==> config.mk <==
export PLATFORM = sky130hd
export DESIGN_NAME = mre_regfile
export DESIGN_NICKNAME = d
export VERILOG_FILES = /design/src/design/mre_pkg.sv /design/src/design/mre_regfile.sv
export SDC_FILE = /design/constraint.sdc
export NUM_CORES = 1
export LEC_CHECK = 0
export BUFFER_PORTS_ARGS = -buffer_cell sky130_fd_sc_hd__buf_2
export CAP_MARGIN = 10
export CORE_MARGIN = 2
export CORE_UTILIZATION = 45
export DETAILED_ROUTE_END_ITERATION = 8
export GPL_ROUTABILITY_DRIVEN = 0
export GPL_TIMING_DRIVEN = 0
export PLACE_DENSITY = 0.57
export SKIP_CTS_REPAIR_TIMING = 1
export SYNTH_ARGS = -nofsm -noshare
export SYNTH_HDL_FRONTEND = slang
export SYNTH_SLANG_ARGS = --single-unit
==> constraint.sdc <==
create_clock -name clk -period 1.3 [get_ports clk]
set_input_delay 0.195 -clock clk [delete_from_list [all_inputs] [get_ports clk]]
set_output_delay 0.195 -clock clk [all_outputs]
set_load 0.02 [all_outputs]
==> src/design/mre_pkg.sv <==
// ---------------------------------------------------------------------------
// mre_pkg
// shared widths, opcodes and the execute result record of the execute unit
// ---------------------------------------------------------------------------
`timescale 1ns / 1ps
package mre_pkg;

	localparam int unsigned DATA_WORDS_DEF = 1024;
	localparam int unsigned NUM_REGS       = 32;
	localparam int unsigned REG_W          = 5;
	localparam int unsigned XLEN           = 32;
	localparam int unsigned OP_W           = 5;
	localparam int unsigned IN_TDATA_W     = 64;
	localparam int unsigned IN_TUSER_W     = 5;
	localparam int unsigned OUT_TDATA_W    = 232;
	localparam int unsigned OUT_TUSER_W    = 2;

	typedef enum logic [OP_W-1:0] {
		OP_ADD     = 5'd0,
		OP_ADDI    = 5'd1,
		OP_SUB     = 5'd2,
		OP_SUBI    = 5'd3,
		OP_MUL     = 5'd4,
		OP_MULI    = 5'd5,
		OP_OR      = 5'd6,
		OP_ORI     = 5'd7,
		OP_AND     = 5'd8,
		OP_ANDI    = 5'd9,
		OP_XOR     = 5'd10,
		OP_XORI    = 5'd11,
		OP_LDW     = 5'd12,
		OP_STW     = 5'd13,
		OP_BZ      = 5'd14,
		OP_BEQ     = 5'd15,
		OP_JR      = 5'd16,
		OP_HALT    = 5'd17,
		OP_PRELOAD = 5'd18
	} opcode_t;

	typedef struct packed {
		logic c_arith;
		logic c_logic;
		logic c_mem;
		logic c_ctrl;
	} cls_t;

	typedef struct packed {
		logic             reg_write;
		logic [REG_W-1:0] dest_reg;
		logic [XLEN-1:0]  write_value;
		logic             is_load;
		logic             mem_write;
		logic             dm_we;
		logic             dm_preload;
		logic [XLEN-1:0]  dm_wdata;
		logic [XLEN-1:0]  mem_addr;
		logic [XLEN-1:0]  next_pc;
		logic             taken;
		logic             halt;
		cls_t             cls;
	} exec_t;

	typedef struct packed {
		logic [XLEN-1:0] arith_cnt;
		logic [XLEN-1:0] logic_cnt;
		logic [XLEN-1:0] mem_cnt;
		logic [XLEN-1:0] ctrl_cnt;
	} counts_t;

endpackage

==> src/design/mre_regfile.sv <==
// ---------------------------------------------------------------------------
// mre_regfile
// register file memory, two registered read ports, one write port,
// per-entry valid bits so unwritten registers read as zero after reset
// ---------------------------------------------------------------------------
`timescale 1ns / 1ps
module mre_regfile (
	input  logic                      clk,
	input  logic                      arst_n,
	input  logic                      rd_en,
	input  logic [mre_pkg::REG_W-1:0] rd_addr_a,
	input  logic [mre_pkg::REG_W-1:0] rd_addr_b,
	output logic [mre_pkg::XLEN-1:0]  rd_data_a,
	output logic [mre_pkg::XLEN-1:0]  rd_data_b,
	input  logic                      wr_en,
	input  logic [mre_pkg::REG_W-1:0] wr_addr,
	input  logic [mre_pkg::XLEN-1:0]  wr_data
);
	import mre_pkg::*;

	logic [XLEN-1:0]     rf_mem [NUM_REGS];
	logic [NUM_REGS-1:0] vld_q;
	logic [XLEN-1:0]     dat_a_q;
	logic [XLEN-1:0]     dat_b_q;
	logic                vld_a_q;
	logic                vld_b_q;

	always_ff @(posedge clk) begin
		if (wr_en) begin
			rf_mem[wr_addr] <= wr_data;
		end
		if (rd_en) begin
			dat_a_q <= rf_mem[rd_addr_a];
			dat_b_q <= rf_mem[rd_addr_b];
			vld_a_q <= vld_q[rd_addr_a];
			vld_b_q <= vld_q[rd_addr_b];
		end
	end

	always_ff @(posedge clk or negedge arst_n) begin
		if (!arst_n) begin
			vld_q <= '0;
		end else if (wr_en) begin
			vld_q[wr_addr] <= 1'b1;
		end
	end

	assign rd_data_a = vld_a_q ? dat_a_q : '0;
	assign rd_data_b = vld_b_q ? dat_b_q : '0;

endmodule

==> metrics.md <==
| Metric | Value |
|---|---|
| Outcome | `finished with violations` |
| Violated checks | `negative setup slack` |
| Syn Inst Count | `3,664` |
| Max Slew Vio Count | `0` |
| Hold Crit Start | `wr_data[8]` |
| WL/cell | `32.4 microns` |
| Reg2Reg Depth | `6` |
| FF-to-FF Start | `rf_mem[3][10]` |
| Clk slew on worst S/H paths | `about 60 ps` |
| Post-synth top area share | `roughly three fifths` |
| GR Util All Layers | `29.3%` |
| Switching fraction of total power | `24.7%` |
| Largest area contributor in the netlist | `edfxtp_1` |
| Setup violators final | `264` |
| Fmax | `484 MHz` |
| RSZ-0062 raised after global routing | `yes` |
| Vias | `34.4k` |
| Total power draw | `83.9 mW` |
| Leak Pwr | `roughly 24 nW` |
| CTS tree | `yes` |
| DRC viols | `0` |
| Critical path arrival | `1870 ps` |
| Synth cell count leaders | `edfxtp_1 (1,090), mux2i_1 (1,056), nand2_1 (201)` |
| DP HPWL | `~130,000 microns` |
| Post-Route WL | `181,000 microns` |
| # IOs | `115` |
| Int Power | `63.2 mW` |
| DRT Pass-1 Iters | `6` |
| PortBufs | `approximately 110` |
| Die ar. | `0.120 sq mm` |
| Worst r2r dst | `dat_a_q[10]` |
| First-pass GRT wire length | `247,000 microns` |
| 1st-iter DRT viols | `about 3.5k` |
| Die Y | `roughly 350 microns` |
| Final hold violations | `0` |
| Psw | `20.8 mW` |
| TritonCTS buffer count | `121` |
| Worst vdd ir | `1160 uV` |
| Post-synth EDFFs | `between 1k and 1.5k` |
| Largest cells by area after synthesis | `edfxtp_1 (62%), mux2i_1 (20%), a22oi_1 (2.8%), a22o_1 (2.2%), nand3_1 (1.9%)` |
| Setup TNS | `-69,780 ps` |
| Vias in the first global route | `33.4k` |
| Final min period | `2070 ps` |
| Final clock period utilization by the worst path | `159%` |
| Synthesized net count | `3,715` |
| Layout cells sized above 1 | `22.2%` |
| Initial Utilization | `45.4%` |
| Worst slew pin tran | `1250 ps` |
| Clock Latency Late Sink | `720 ps` |
| Worst path required time | `1110 ps` |
| Post-synth ARST share | `2.85%` |
| Netlist cell types | `26` |
| R2r setup slk | `-340 ps` |
| PwrDens | `~1300 mW/mm^2` |
| Logic pwr share | `between 10% and 20%` |
| Kind of critical path | `flop to output port` |
| Area grow syn2layout | `19.7%` |
| Setup ws final | `-767 ps` |
| Core Area | `0.116 sq mm` |
| Post-synth top flop | `edfxtp_1` |
| Largest net degree at the start of global routing | `58` |
| Clock power share | `39.5%` |
| Most common cell in the netlist | `edfxtp_1` |
| Hold path depth | `1` |
| Worst Hold Endpoint | `rf_mem[1][8]` |
| Max-cap violation count | `0` |
| #FFs+latches synth | `1,122` |
| Worst Hold Class | `input port to flop` |
| Root buffer cell | `clkbuf_16` |
| ANT nets after route | `0` |
| CTS H-tree lvls | `3` |
| Crit-path max FO | `10` |
| Synthesized cell area | `0.0528 sq mm` |
| Post-synthesis sequential area ratio | `~63%` |
| Clk sinks | `1,122` |
| Syn. warnings | `0` |
| Worst Setup Start Kind | `flop` |
| Skew final | `28.1 ps` |
| DR vias/cell | `a little over 6` |
| Critical Path End Type | `output port` |
| Fin nets | `4,026` |
| Slew Limit Headroom | `around 16%` |
| Die width | `347 microns` |
| Initial antenna violation count | `4` |
| Syn avg cell area | `14.4 sq um` |
| Grt ovf | `0` |
| Clk buf depth | `3` |
| FP Rows | `125` |
| Flop pwr share | `48.8%` |
==> worst max-delay path, cell delays in order, from the launching register on <==
cell and delay, ps:
edfxtp_1 410, buf_12 170, buf_12 130, buf_12 140, and2_4 160, buf_6 130
==> per-stage QoR <==
stage	hold slack [ps]	std cells	util, %	instance area (sq um)	setup WS [ps]
after global routing	23.7	5604	54.3	63200	-841
final	26.8	5606	54.3	63200	-767
after floorplan	-101	3664	-	53400	-585
after global placement	353	5300	48.0	55900	-1920
after detailed placement	351	5331	48.6	56600	-1930
after CTS	-435	5559	51.9	60300	-1590
==> power by group through the flow <==
| stage | registers [mW] | logic (mW) | clock network, mW |
|---|---|---|---|
| 3_5_place_dp | 41.7 | 8.42 | 0 |
| 6_report | 41.0 | 9.77 | 33.2 |
| 4_1_cts | 41.0 | 8.44 | 33.5 |
| 5_1_grt | 41.0 | 10.1 | 35.0 |
| 2_1_floorplan | 41.6 | 4.87 | 0 |
| 3_3_place_gp | 41.7 | 8.31 | 0 |
==> layer usage <==
metal  GRT usage, %  part of all wire (%)  vias up
met1           38.6                    40    17700
met4           9.40                   3.1        2
li1               -                     -    15000
met5              0                0.0072        -
met2           49.6                    49     1454
met3           4.82                   7.7      315
==> cell usage in the layout (no fill, tap or decap), drive strengths merged <==
| cell | instances |
|---|---|
| mux2i | 1056 |
| or2 | 34 |
| or3b | 3 |
| nand2 | 201 |
| and2 | 66 |
| clkinvlp | 4 |
| dlygate4sd3 | 2 |
| or3 | 1 |
| clkinv | 59 |
| bufinv | 8 |
| nor2 | 36 |
| inv | 3 |
| diode | 2 |
| a21oi | 198 |
| nand2b | 4 |
| clkbuf | 271 |
| nand3b | 5 |
| a22oi | 198 |
| buf | 341 |
| dfrtp | 32 |
| nor2b | 4 |
| a31oi | 66 |
| nor3 | 66 |
| edfxtp | 1090 |
| a22o | 132 |
| nand3 | 200 |
==> state kept, by name, indices dropped and copies added (netlist names) <==
name     cells
rf_mem    1024
vld_q       32
dat_a_q     32
dat_b_q     32
vld_a_q      1
vld_b_q      1
==> worst max-delay path by stage <==
stage            startpoint             to  slack, ps  cells after the start
5_1_grt             vld_b_q  rd_data_b[16]       -840                      5
2_1_floorplan    wr_addr[0]  rf_mem[10][0]       -590                      2
3_5_place_dp   rd_addr_a[0]    dat_a_q[11]      -1930                      7
4_1_cts             vld_a_q  rd_data_a[10]      -1590                      3
3_3_place_gp   rd_addr_a[0]    dat_a_q[11]      -1920                      7
6_report            vld_a_q   rd_data_a[6]       -770                      5
==> layout make-up <==
class	instances	area, sq um
Buffer	267	2250
Antenna cell	2	5.00
Tap cell	1524	1910
Clock inverter	74	541
Timing Repair Buffer	193	2170
Multi-Input combinational cell	2270	19600
Sequential cell	1122	33500
Fill cell	9533	53100
Clock buffer	154	3240
==> logic make-up after synthesis <==
family	after synthesis	share of synthesized area [%]
AOI/OAI and AO/OA	594	7.66
buffers and inverters	273	3.24
and+or+nand+nor	619	5.61
DFF	1122	63.5
muxes	1056	20.0
Note: power is estimated with default switching activity, not from simulation.
