### src/design/mre_pkg.sv
// ---------------------------------------------------------------------------
// mre_pkg
// shared widths, opcodes and the execute result record of the execute unit
// ---------------------------------------------------------------------------
`timescale 1ns / 1ps
package mre_pkg;

	localparam int unsigned DATA_WORDS_DEF = 1024;
	localparam int unsigned NUM_REGS       = 32;
	localparam int unsigned REG_W          = 5;
	localparam int unsigned XLEN           = 32;
	localparam int unsigned OP_W           = 5;
	localparam int unsigned IN_TDATA_W     = 64;
	localparam int unsigned IN_TUSER_W     = 5;
	localparam int unsigned OUT_TDATA_W    = 232;
	localparam int unsigned OUT_TUSER_W    = 2;

	typedef enum logic [OP_W-1:0] {
		OP_ADD     = 5'd0,
		OP_ADDI    = 5'd1,
		OP_SUB     = 5'd2,
		OP_SUBI    = 5'd3,
		OP_MUL     = 5'd4,
		OP_MULI    = 5'd5,
		OP_OR      = 5'd6,
		OP_ORI     = 5'd7,
		OP_AND     = 5'd8,
		OP_ANDI    = 5'd9,
		OP_XOR     = 5'd10,
		OP_XORI    = 5'd11,
		OP_LDW     = 5'd12,
		OP_STW     = 5'd13,
		OP_BZ      = 5'd14,
		OP_BEQ     = 5'd15,
		OP_JR      = 5'd16,
		OP_HALT    = 5'd17,
		OP_PRELOAD = 5'd18
	} opcode_t;

	typedef struct packed {
		logic c_arith;
		logic c_logic;
		logic c_mem;
		logic c_ctrl;
	} cls_t;

	typedef struct packed {
		logic             reg_write;
		logic [REG_W-1:0] dest_reg;
		logic [XLEN-1:0]  write_value;
		logic             is_load;
		logic             mem_write;
		logic             dm_we;
		logic             dm_preload;
		logic [XLEN-1:0]  dm_wdata;
		logic [XLEN-1:0]  mem_addr;
		logic [XLEN-1:0]  next_pc;
		logic             taken;
		logic             halt;
		cls_t             cls;
	} exec_t;

	typedef struct packed {
		logic [XLEN-1:0] arith_cnt;
		logic [XLEN-1:0] logic_cnt;
		logic [XLEN-1:0] mem_cnt;
		logic [XLEN-1:0] ctrl_cnt;
	} counts_t;

endpackage

### src/design/mre_exec.sv
// ---------------------------------------------------------------------------
// mre_exec
// decode and execute of one instruction: alu, multiplier, address,
// range checks, branch target and instruction class
// ---------------------------------------------------------------------------
`timescale 1ns / 1ps
module mre_exec #(
	parameter int unsigned DATA_WORDS = mre_pkg::DATA_WORDS_DEF
) (
	input  logic [mre_pkg::OP_W-1:0]  op,
	input  logic [mre_pkg::REG_W-1:0] rt,
	input  logic [mre_pkg::REG_W-1:0] rd,
	input  logic [15:0]               imm,
	input  logic [mre_pkg::XLEN-1:0]  data_word,
	input  logic [mre_pkg::XLEN-1:0]  a,
	input  logic [mre_pkg::XLEN-1:0]  b,
	input  logic [mre_pkg::XLEN-1:0]  pc,
	output mre_pkg::exec_t            ex
);
	import mre_pkg::*;

	logic [XLEN-1:0]  imm_x;
	logic [XLEN-1:0]  opnd;
	logic [XLEN-1:0]  sum;
	logic [XLEN-1:0]  diff;
	logic [XLEN-1:0]  prod;
	logic [XLEN-1:0]  addr;
	logic [XLEN-1:0]  pc4;
	logic [XLEN-1:0]  br_tgt;
	logic [REG_W-1:0] dst;
	logic             in_rng;
	logic             pre_rng;

	assign imm_x   = {{16{imm[15]}}, imm};
	// odd alu opcodes take the immediate
	assign opnd    = op[0] ? imm_x : b;
	assign dst     = op[0] ? rt : rd;
	assign sum     = a + opnd;
	assign diff    = a - opnd;
	assign prod    = a * opnd;
	assign addr    = a + imm_x;
	assign pc4     = pc + 32'd4;
	assign br_tgt  = pc + {imm_x[XLEN-3:0], 2'b00};
	assign in_rng  = {2'b00, addr[XLEN-1:2]} < 32'(DATA_WORDS);
	assign pre_rng = !imm[15] && ({16'd0, imm} < 32'(DATA_WORDS));

	always_comb begin
		ex         = '0;
		ex.next_pc = pc4;
		case (opcode_t'(op))
			OP_ADD, OP_ADDI: begin
				ex.cls.c_arith = 1'b1;
				ex.reg_write   = 1'b1;
				ex.dest_reg    = dst;
				ex.write_value = sum;
			end
			OP_SUB, OP_SUBI: begin
				ex.cls.c_arith = 1'b1;
				ex.reg_write   = 1'b1;
				ex.dest_reg    = dst;
				ex.write_value = diff;
			end
			OP_MUL, OP_MULI: begin
				ex.cls.c_arith = 1'b1;
				ex.reg_write   = 1'b1;
				ex.dest_reg    = dst;
				ex.write_value = prod;
			end
			OP_OR, OP_ORI: begin
				ex.cls.c_logic = 1'b1;
				ex.reg_write   = 1'b1;
				ex.dest_reg    = dst;
				ex.write_value = a | opnd;
			end
			OP_AND, OP_ANDI: begin
				ex.cls.c_logic = 1'b1;
				ex.reg_write   = 1'b1;
				ex.dest_reg    = dst;
				ex.write_value = a & opnd;
			end
			OP_XOR, OP_XORI: begin
				ex.cls.c_logic = 1'b1;
				ex.reg_write   = 1'b1;
				ex.dest_reg    = dst;
				ex.write_value = a ^ opnd;
			end
			OP_LDW: begin
				ex.cls.c_mem  = 1'b1;
				ex.mem_addr   = addr;
				if (in_rng) begin
					ex.reg_write = 1'b1;
					ex.dest_reg  = rt;
					ex.is_load   = 1'b1;
				end
			end
			OP_STW: begin
				ex.cls.c_mem  = 1'b1;
				ex.mem_addr   = addr;
				if (in_rng) begin
					ex.mem_write = 1'b1;
					ex.dm_we     = 1'b1;
					ex.dm_wdata  = b;
				end
			end
			OP_BZ: begin
				ex.cls.c_ctrl = 1'b1;
				if (a == '0) begin
					ex.taken   = 1'b1;
					ex.next_pc = br_tgt;
				end
			end
			OP_BEQ: begin
				ex.cls.c_ctrl = 1'b1;
				if (a == b) begin
					ex.taken   = 1'b1;
					ex.next_pc = br_tgt;
				end
			end
			OP_JR: begin
				ex.cls.c_ctrl = 1'b1;
				ex.next_pc    = a;
			end
			OP_HALT: begin
				ex.cls.c_ctrl = 1'b1;
				ex.halt       = 1'b1;
			end
			OP_PRELOAD: begin
				ex.next_pc = pc;
				if (pre_rng) begin
					ex.dm_we      = 1'b1;
					ex.dm_preload = 1'b1;
					ex.dm_wdata   = data_word;
				end
			end
			default: begin
				ex.next_pc = pc;
			end
		endcase
	end

endmodule

### config.mk
export PLATFORM = sky130hd
export DESIGN_NAME = mre_exec
export DESIGN_NICKNAME = d
export VERILOG_FILES = /design/src/design/mre_pkg.sv /design/src/design/mre_exec.sv
export SDC_FILE = /design/constraint.sdc
export NUM_CORES = 2
export LEC_CHECK = 0
export ABC_CLOCK_PERIOD_IN_PS = 25300
export CAP_MARGIN = 10
export CORE_MARGIN = 3
export CORE_UTILIZATION = 45
export DETAILED_ROUTE_END_ITERATION = 12
export DONT_BUFFER_PORTS = 1
export SLEW_MARGIN = 20
export SYNTH_ARGS = -nofsm -noshare
export SYNTH_HDL_FRONTEND = slang
export SYNTH_SLANG_ARGS = --single-unit
### constraint.sdc
create_clock -name vclk -period 25.3
set_input_delay 2.53 -clock vclk [all_inputs]
set_output_delay 2.53 -clock vclk [all_outputs]
set_load 0.02 [all_outputs]
==> results.toml <==
[status]
status = "completed"

[clock_tree]
hold_buffers = 0
cts_setup_buffers = 0
cts_resized = 0

[routing]
antenna_left = 0
wl_um = 108000
drc = 0
via_per_inst = 6.274
first_iter_violations = 2509
wl_per_cell_um = 28.19
drt-pass1-iter-count = 5
vias = 24040

[synthesis]
syn-num-nets = 4048
ys_warn_count = 0
avgSynthCellArea_um2 = 7.859
netlist_area_um2 = 25120
yosysUniqueCellTypes = 88
syn_inst = 3197
synth-seq-area-share = 0

[sta]
rsz0062_at_grt = "false"
max_freq_ghz = 0.07637
setup_viol = 0
fin_crit_ns = 13.09
slew_viol_final = 0
tightestPinTransition_ns = 1.165
period_share = 0.5175
setup_ws_ns = 12.21
tns_ns = 0
relSlewSlack = 0.2234
hold_viol = 0

[critical_path]
path_class = "in -> out"
path_buf_inv = 6
worstPathMaxFanout = 48
startpoint = "op[0]"
critPathLaunchType = "input pin"
cp_top_family = "adder cells"
cpPeakStageDelay_ns = 0.71
crit_top_cell = "fa_1"
endpoint = "ex[130]"
critical_path.endpoint_type = "output port"
slowest_stage = "o221ai_1"
worstSetupPathDepth = 26
arrival_ns = 10.56
cp_data_required_time_ns = 22.77

[global_routing]
first_global_vias = 24760
grt_usage = 0.3597
overflow = 0
top_usage_layer = "met2"
grt_pass1_wl_um = 159400
grtUsageMet3 = 0.09906
use_met1 = 0.4341
antenna_found_initial = 7
grt_max_degree = 49
use_met2 = 0.5745

[cells_and_area]
layout.cells.non_filler = 3831
final_cell_mix = "inv_1 (459), nor2_1 (432), fa_1 (411), nand2_1 (295), ha_1 (281)"
register_area_um2 = 0
area_growth_pct = 2.829
drive_above_1_share = 0.03596
design.seq.count = 0
fin_area_um2 = 25830
finalNetCount = 3940
mostFrequentLayoutCell = "inv_1"
clock_buffers = 0

[floorplanning]
start_util = 0.4605
die_area_um2 = 58700
coreArea_um2 = 54560
io_pins = 303
die_x_um = 242.3
rows = 85
die_h_um = 242.3

[placed_design]
dp_hpwl_um = 84380
pre_cts_ws_ns = 12.32
dp.cells = 3826
portBuffers = 0
place_area_um2 = 25820
place_congestion = 0.9952

[min_path]
hold_class = "in -> out"

[job]
drv_cap = 0
-- cells by family after synthesis --
group / share of synthesized area
xor gates and xnor gates: 0.07878
muxes: 0.02575
and+or+nand+nor: 0.1799
AOI/OAI and AO/OA: 0.1521
buffers and inverters: 0.09601
adders and majority gates: 0.4674
-- Yosys cell counts (15+ instances only) --
master | count | area share
o21ai_0 | 87 | 0.017
a31oi_1 | 23 | 0.0057
inv_1 | 459 | 0.069
nand2b_1 | 31 | 0.0077
o21a_1 | 18 | 0.0054
mux2i_1 | 50 | 0.020
o22ai_1 | 35 | 0.0087
o221ai_1 | 15 | 0.0052
a21o_1 | 41 | 0.012
o211ai_1 | 19 | 0.0057
clkbuf_1 | 131 | 0.020
a221oi_1 | 15 | 0.0052
ha_1 | 281 | 0.14
nor2_1 | 434 | 0.065
nor2b_1 | 26 | 0.0065
xnor2_1 | 176 | 0.061
xor2_1 | 50 | 0.017
a22o_1 | 34 | 0.012
nor3_1 | 44 | 0.0088
nor4_1 | 19 | 0.0047
nand3_1 | 42 | 0.0084
nand2_1 | 295 | 0.044
fa_1 | 411 | 0.33
and3_1 | 17 | 0.0042
a21oi_1 | 161 | 0.032
nand4_1 | 24 | 0.0060
-- metal layers --
layer	up-vias	routed length (um)
li1	10290	-
met1	11840	39270
met2	1523	47540
met3	378	12630
met4	4	8524
met5	-	33
-- cell type report --
cell class	count	area [um^2]
fill	5444	28720
multi-input combinational	2565	22790
inverter	484	1819
tap	739	924.6
timing repair buffer	38	285.3
antenna	5	12.51
-- worst min path at each step --
stage                start  cells after the start     end  slack, ns
finish              pc[18]                      2  ex[24]       5.25
global route         pc[0]                      1   ex[6]       5.26
CTS                 pc[18]                      2  ex[24]       5.25
detailed placement  pc[18]                      2  ex[24]       5.25
global placement    pc[25]                      2  ex[31]       5.25
floorplan            pc[5]                      2  ex[11]       5.24
-- through the flow --
stage / util / hold slack, ns
floorplan: - / 5.240
global placement: 0.4733 / 5.248
detailed placement: 0.4733 / 5.248
CTS: 0.4733 / 5.249
global route: 0.4735 / 5.256
finish: 0.4735 / 5.246
Power is not shown: default switching activity piles up to over one toggle a cycle in this logic, so the estimate is an artifact.
